## config.mk

```make
export PLATFORM = sky130hd
export DESIGN_NAME = fps_ctrl
export DESIGN_NICKNAME = d
export VERILOG_FILES = /design/src/rtl/fps_pkg.sv /design/src/rtl/fps_ctrl.sv
export SDC_FILE = /design/constraint.sdc
export NUM_CORES = 1
export LEC_CHECK = 0
export ABC_AREA = 1
export ABC_CLOCK_PERIOD_IN_PS = 1950
export BUFFER_PORTS_ARGS = -buffer_cell sky130_fd_sc_hd__buf_4
export CAP_MARGIN = 20
export CORE_ASPECT_RATIO = 1.5
export CORE_MARGIN = 10
export CORE_UTILIZATION = 29
export DETAILED_ROUTE_END_ITERATION = 8
export PLACE_DENSITY_LB_ADDON = 0.25
export RECOVER_POWER = 25
export SLEW_MARGIN = 20
export SYNTH_ARGS = -nofsm -noshare
export SYNTH_HDL_FRONTEND = slang
export SYNTH_SLANG_ARGS = --single-unit
```

## constraint.sdc

```tcl
create_clock -name clk_i -period 1.95 [get_ports clk_i]
set_input_delay 0.2925 -clock clk_i [delete_from_list [all_inputs] [get_ports clk_i]]
set_output_delay 0.2925 -clock clk_i [all_outputs]
set_load 0.01 [all_outputs]
```

## src/rtl/fps_pkg.sv

```systemverilog
// Shared constants, codes and controller/datapath types of the page record store.
package fps_pkg;

  localparam int unsigned PAGE_WORDS    = 1024;
  localparam int unsigned ADDR_W        = $clog2(PAGE_WORDS);
  localparam int unsigned PTR_W         = ADDR_W + 1;
  localparam int unsigned SUM_W         = PTR_W + 1;
  localparam int unsigned MAX_PAY_WORDS = 32;
  localparam int unsigned PAY_IDX_W     = $clog2(MAX_PAY_WORDS);
  localparam int unsigned PAY_CNT_W     = $clog2(MAX_PAY_WORDS + 1);
  localparam int unsigned META_WORDS    = 5;
  localparam int unsigned WORDS_W       = 7;
  localparam int unsigned REQ_W         = 3;
  localparam int unsigned STATUS_W      = 3;
  localparam int unsigned SIZE_W        = 8;
  localparam int unsigned QUERY_W       = 13;
  localparam int unsigned PADDR_W       = 3;

  localparam logic [31:0] MARKER_RESET   = 32'hA5A5_A5A5;
  localparam logic        REG_IDX_MARKER = 1'b0;

  typedef enum logic [REQ_W-1:0] {
    REQ_ADD    = 3'd0,
    REQ_READ   = 3'd1,
    REQ_DELETE = 3'd2,
    REQ_MODIFY = 3'd3,
    REQ_SIZE   = 3'd4,
    REQ_COUNT  = 3'd5,
    REQ_ERASE  = 3'd6,
    REQ_NONE   = 3'd7
  } req_e;

  typedef enum logic [STATUS_W-1:0] {
    ST_OK        = 3'd0,
    ST_ABSENT    = 3'd1,
    ST_PRESENT   = 3'd2,
    ST_TOO_LARGE = 3'd3,
    ST_FULL      = 3'd4
  } status_e;

  typedef enum logic [1:0] {
    RES_PLAIN,
    RES_WORD,
    RES_SIZE,
    RES_COUNT
  } res_kind_e;

  typedef enum logic [4:0] {
    DP_NOP,
    DP_ACCEPT,
    DP_WALK_START,
    DP_CMP_START,
    DP_RD_P,
    DP_RD_P1,
    DP_RD_P2,
    DP_WALK_REC,
    DP_SKIP,
    DP_CP_READ,
    DP_CP_WRITE,
    DP_TAIL_START,
    DP_FILL_START,
    DP_FILL,
    DP_SET_W,
    DP_WR_WORD,
    DP_RD_START,
    DP_RD_PAY,
    DP_EMIT
  } dp_op_e;

  typedef struct packed {
    dp_op_e    op;
    status_e   st;
    res_kind_e kind;
  } dp_cmd_t;

  typedef struct packed {
    req_e req;
    logic data_last;
    logic p_lim;
    logic marker_ok;
    logic len_ok;
    logic uid_hit;
    logic found;
    logic copy_last;
    logic fill_done;
    logic wr_last;
    logic rd_last;
    logic words_big;
    logic add_full;
    logic mod_full;
    logic rd_big;
    logic words_zero;
    logic out_busy;
  } dp_stat_t;

endpackage

```

## src/rtl/fps_ctrl.sv

```systemverilog
// Request sequencer: chain walk, compaction, record write, read-out and erase control.
module fps_ctrl (
  input  logic             clk_i,
  input  logic             rst_ni,
  input  logic             req_valid_i,
  output logic             req_ready_o,
  input  fps_pkg::dp_stat_t stat_i,
  output fps_pkg::dp_cmd_t  cmd_o
);
  import fps_pkg::*;

  typedef enum logic [3:0] {
    S_CLEAR,
    S_IDLE,
    S_DISPATCH,
    S_W0,
    S_W1,
    S_W2,
    S_W3,
    S_CP_RD,
    S_CP_WR,
    S_WALK_END,
    S_FILL,
    S_WREC,
    S_RD_ISSUE,
    S_RD_CAP,
    S_EMIT
  } state_e;

  state_e    state_q, state_d;
  logic      compact_q, compact_d;
  status_e   st_q, st_d;
  res_kind_e kind_q, kind_d;

  always_comb begin
    state_d     = state_q;
    compact_d   = compact_q;
    st_d        = st_q;
    kind_d      = kind_q;
    req_ready_o = 1'b0;
    cmd_o       = '{op: DP_NOP, st: ST_OK, kind: RES_PLAIN};
    case (state_q)
      S_CLEAR: begin
        if (stat_i.fill_done) begin
          state_d = S_IDLE;
        end else begin
          cmd_o.op = DP_FILL;
        end
      end
      S_IDLE: begin
        req_ready_o = 1'b1;
        if (req_valid_i) begin
          cmd_o.op = DP_ACCEPT;
          state_d  = S_DISPATCH;
        end
      end
      S_DISPATCH: begin
        compact_d = 1'b0;
        case (stat_i.req)
          REQ_NONE: state_d = S_IDLE;
          REQ_ADD, REQ_MODIFY: begin
            if (!stat_i.data_last) begin
              state_d = S_IDLE;
            end else begin
              cmd_o.op = DP_WALK_START;
              state_d  = S_W0;
            end
          end
          REQ_ERASE: begin
            cmd_o.op = DP_FILL_START;
            state_d  = S_FILL;
          end
          default: begin
            cmd_o.op = DP_WALK_START;
            state_d  = S_W0;
          end
        endcase
      end
      S_W0: begin
        if (stat_i.p_lim) begin
          state_d = S_WALK_END;
        end else begin
          cmd_o.op = DP_RD_P;
          state_d  = S_W1;
        end
      end
      S_W1: begin
        cmd_o.op = DP_RD_P1;
        state_d  = stat_i.marker_ok ? S_W2 : S_WALK_END;
      end
      S_W2: begin
        cmd_o.op = DP_RD_P2;
        state_d  = stat_i.len_ok ? S_W3 : S_WALK_END;
      end
      S_W3: begin
        if (!compact_q) begin
          cmd_o.op = DP_WALK_REC;
          state_d  = S_W0;
        end else if (stat_i.uid_hit) begin
          cmd_o.op = DP_SKIP;
          state_d  = S_W0;
        end else begin
          state_d = S_CP_RD;
        end
      end
      S_CP_RD: begin
        cmd_o.op = DP_CP_READ;
        state_d  = S_CP_WR;
      end
      S_CP_WR: begin
        cmd_o.op = DP_CP_WRITE;
        state_d  = stat_i.copy_last ? S_W0 : S_CP_RD;
      end
      S_WALK_END: begin
        state_d = S_EMIT;
        kind_d  = RES_PLAIN;
        st_d    = ST_OK;
        if (compact_q) begin
          cmd_o.op = DP_TAIL_START;
          state_d  = S_FILL;
        end else begin
          case (stat_i.req)
            REQ_ADD: begin
              if (stat_i.found) st_d = ST_PRESENT;
              else if (stat_i.words_big) st_d = ST_TOO_LARGE;
              else if (stat_i.add_full) st_d = ST_FULL;
              else begin
                cmd_o.op = DP_SET_W;
                state_d  = S_WREC;
              end
            end
            REQ_MODIFY: begin
              if (!stat_i.found) st_d = ST_ABSENT;
              else if (stat_i.words_big) st_d = ST_TOO_LARGE;
              else if (stat_i.mod_full) st_d = ST_FULL;
              else begin
                cmd_o.op  = DP_CMP_START;
                compact_d = 1'b1;
                state_d   = S_W0;
              end
            end
            REQ_READ: begin
              if (!stat_i.found) st_d = ST_ABSENT;
              else if (stat_i.rd_big) st_d = ST_TOO_LARGE;
              else if (!stat_i.words_zero) begin
                cmd_o.op = DP_RD_START;
                state_d  = S_RD_ISSUE;
              end
            end
            REQ_DELETE: begin
              if (!stat_i.found) st_d = ST_ABSENT;
              else begin
                cmd_o.op  = DP_CMP_START;
                compact_d = 1'b1;
                state_d   = S_W0;
              end
            end
            REQ_SIZE: begin
              if (!stat_i.found) st_d = ST_ABSENT;
              else kind_d = RES_SIZE;
            end
            REQ_COUNT: kind_d = RES_COUNT;
            default: state_d = S_IDLE;
          endcase
        end
      end
      S_FILL: begin
        if (!stat_i.fill_done) begin
          cmd_o.op = DP_FILL;
        end else if (compact_q && stat_i.req == REQ_MODIFY) begin
          state_d = S_WREC;
        end else begin
          st_d    = ST_OK;
          kind_d  = RES_PLAIN;
          state_d = S_EMIT;
        end
      end
      S_WREC: begin
        cmd_o.op = DP_WR_WORD;
        if (stat_i.wr_last) begin
          st_d    = ST_OK;
          kind_d  = RES_PLAIN;
          state_d = S_EMIT;
        end
      end
      S_RD_ISSUE: begin
        if (!stat_i.out_busy) begin
          cmd_o.op = DP_RD_PAY;
          state_d  = S_RD_CAP;
        end
      end
      S_RD_CAP: begin
        cmd_o   = '{op: DP_EMIT, st: ST_OK, kind: RES_WORD};
        state_d = stat_i.rd_last ? S_IDLE : S_RD_ISSUE;
      end
      S_EMIT: begin
        if (!stat_i.out_busy) begin
          cmd_o   = '{op: DP_EMIT, st: st_q, kind: kind_q};
          state_d = S_IDLE;
        end
      end
      default: state_d = S_IDLE;
    endcase
  end

  always_ff @(posedge clk_i or negedge rst_ni) begin
    if (!rst_ni) begin
      state_q   <= S_CLEAR;
      compact_q <= 1'b0;
      st_q      <= ST_OK;
      kind_q    <= RES_PLAIN;
    end else begin
      state_q   <= state_d;
      compact_q <= compact_d;
      st_q      <= st_d;
      kind_q    <= kind_d;
    end
  end
endmodule

```

==> reports/metrics.csv <==
metric;value;unit
status;finished with violations;
violated checks;negative setup slack;
first-pass GRT wire length;7320;microns
Synth Net Count;249;
gpl congestion;0.9355;
power share of the combinational group;68.6;%
pwr dens;1239;nW/um^2
synth-to-layout area growth;41.25;%
clk slew on worst S/H paths;50;ps
net switching power figure;1079;uW
R2R setup slack;440;ps
xor/xnor share of the synthesized area;0;%
GRT overflow;0;
RSZ-0062 raised after global routing;yes;
Layout Skew;5.536;ps
relative slew slack;60.53;%
DIE WIDTH;73.01;microns
GRT Overall Usage;12.31;%
vias in the first global route;1661;
largest net degree at the start of global routing;11;
layout filler cell count;457;
RR Startpoint;state_q[3];
Post-Route WL;4539;microns
Clock Power Share;12.2;%
cell area after synthesis;1222;sq um
CP Capture Type;output port;
final critical-path setup slack;-3.838;ps
crit path DAT;1660;ps
Hold EP;state_q[2];
share of cells above drive strength 1;29.78;%
footprint of the multi-input gates;902.1;sq um
Setup TNS;-3.838;ps
row cnt;28;
Synth Area in Adders;0;%
post-detailed-route count of antenna-violating nets;0;
core area;3994;sq um
total of max-cap violations;0;
# DRC;0;
max-slew violation count;0;
Initial DRT Pass Iterations;5;
Worst VDD drop;898.1;uV
CP Data Required Time;1660;ps
min Tclk post-route;1954;ps
Post-Synthesis Cells;227;
initial antenna violation count;0;
register area share after synthesis;20.47;%
worst hold start;stat_i[0];
HP Class;input pin to register;
Max Fclk;511.8;MHz
Post-Synth Simple-Gate Area;58.34;%
port bufs;32;
Root Buffer;clkbuf_8;
CTS max path bufs;2;
clk_lat worst skew;240;ps
post-synth cell types;21;
Ant. Diodes;0;
actual slew at the worst max-slew pin;592.1;ps
reg2reg end;state_q[2];
sequential power share;19.2;%
TritonCTS clock tree;done;
setup violators final;1;
CP max FO;8;
Die Y-Extent;99.52;microns
post-synth top area share;22.42;%
IO Pins;33;
Tcrit/Tclk final;100.2;%
1st-iter DRT viols;88;
H-Tree Depth;1;
syn_area_per_cell;5.385;sq um
final layout net count;295;
Pleak;0.0009158;uW
routed wire length per instance;14.32;microns
Int Power;1060;uW
count of final hold-check violations;0;
leading area contributor after synthesis;nand2_1;
Synth Warn #;0;
worst r2r path cells;10;
vias;1623;
Num CTS Buffers;3;
die area;7266;sq um
Worst setup SP type;register;
Sw Share;50.47;%
Vias/cell;5.120;
post-synthesis compound-gate area fraction;10.75;%
fin cells;317;
starting density of the core;30.61;%
CTS sink cnt;10;
Reg area;255.2;sq um
critical setup path kind;register to output port;
Min-Delay Path Depth;3;
combinational family with the most area after synthesis;simple AND/OR/NAND/NOR gates;
placed cells;305;
HPWL after DPL;3813;microns
largest cells by area after synthesis;nand2_1 22%, dfrtp_1 20%, nor2_1 14%;
mux contribution to synthesized area;0;%
FF+latch count, synth;10;
kinds of logic after synthesis:
| family | Yosys count |
|---|---|
| and+or+nand+nor | 164 |
| DFF | 10 |
| AOI/OAI and AO/OA | 21 |
| buffers and inverters | 32 |
synthesized netlist by cell type:
master / n
dfrtp_1: 10
inv_2: 2
o211ai_1: 2
nand2_2: 4
buf_6: 1
o22ai_1: 2
a21oi_1: 3
nor2_4: 3
nor2_2: 3
nand3b_1: 3
o21ai_0: 10
nor3_1: 6
a211o_1: 1
nand3_1: 23
a31oi_1: 1
nor2_1: 45
nand4_1: 4
inv_1: 29
nand2_1: 73
a21oi_4: 1
a21o_1: 1
critical path, cell delays in order (launching register included):
cell and delay [ps]:
dfrtp_2 490, inv_4 120, nand2_2 110, nor3_1 340, nor3_1 120, nand4_1 110
buf_4 130
per-layer routing:
metal	up-vias	GRT usage [%]	share of wire, %
met4	0	4.839	2.7
met3	12	3.085	5.2
met5	-	0	0
met2	57	23.69	54
met1	745	11.66	38
li1	809	-	-
worst max path at each step:
stage | slack [ps] | end | cells past startpoint | startpoint
final | -4 | cmd_o[5] | 6 | state_q[1]
after global routing | -70 | cmd_o[6] | 9 | state_q[3]
after CTS | 6 | cmd_o[7] | 8 | state_q[1]
after detailed placement | 60 | cmd_o[6] | 9 | state_q[3]
after global placement | 50 | cmd_o[6] | 9 | state_q[3]
after floorplan | 400 | cmd_o[6] | 8 | state_q[0]
placed cells by master, fill, tap and decap left out, drive strengths merged:
master	count
o22ai	2
dlygate4sd3	1
nand4	4
o21ai	10
clkbuf	5
dfrtp	10
a211o	1
nand3b	3
buf	40
nor2	51
a21o	1
nand2	77
nand3	23
nor3	6
a21oi	4
a31oi	1
inv	31
o211ai	2
registers in the layout (all words and copies together) (netlist names):
name       cells
kind_q         2
compact_q      1
st_q           3
state_q        4
power groups by stage:
stage | clock network [uW] | logic [uW] | registers, uW
2_1_floorplan | 0 | 840 | 345
3_3_place_gp | 0 | 1240 | 388
3_5_place_dp | 0 | 1230 | 393
4_1_cts | 269 | 1280 | 408
5_1_grt | 281 | 1610 | 421
6_report | 261 | 1470 | 411
repair_timing:
| item | in CTS | in global routing |
|---|---|---|
| resized for setup | 14 | 20 |
| hold endpoints to repair | 10 | 0 |
| pin swaps | 0 | 8 |
| endpoints found under the setup margin | 6 | 6 |
| hold buffers | 1 | 0 |
| setup buffers | 1 | 6 |
layout make-up:
class                      instances  share of cell area (%)
tap                               45                   3.261
sequential                        10                   14.78
clock buffer                       4                   3.188
inverter                          31                   7.174
multi-input combinational        185                   52.25
timing repair buffer              42                   19.35
per-stage QoR:
step / util [%] / hold slack (ps) / power, uW / setup slack (ps) / instance area (sq um)
after floorplan: - / -3.091 / 1185 / 404.6 / 1222
after global placement: 38.13 / 130.1 / 1625 / 46.30 / 1523
after detailed placement: 38.13 / 131.8 / 1620 / 58.16 / 1523
after CTS: 40.63 / 341.2 / 1954 / 6.051 / 1623
after global routing: 43.23 / 379.6 / 2313 / -65.39 / 1727
final: 43.23 / 352.3 / 2139 / -3.838 / 1727
(Power assumes the default switching activity.)
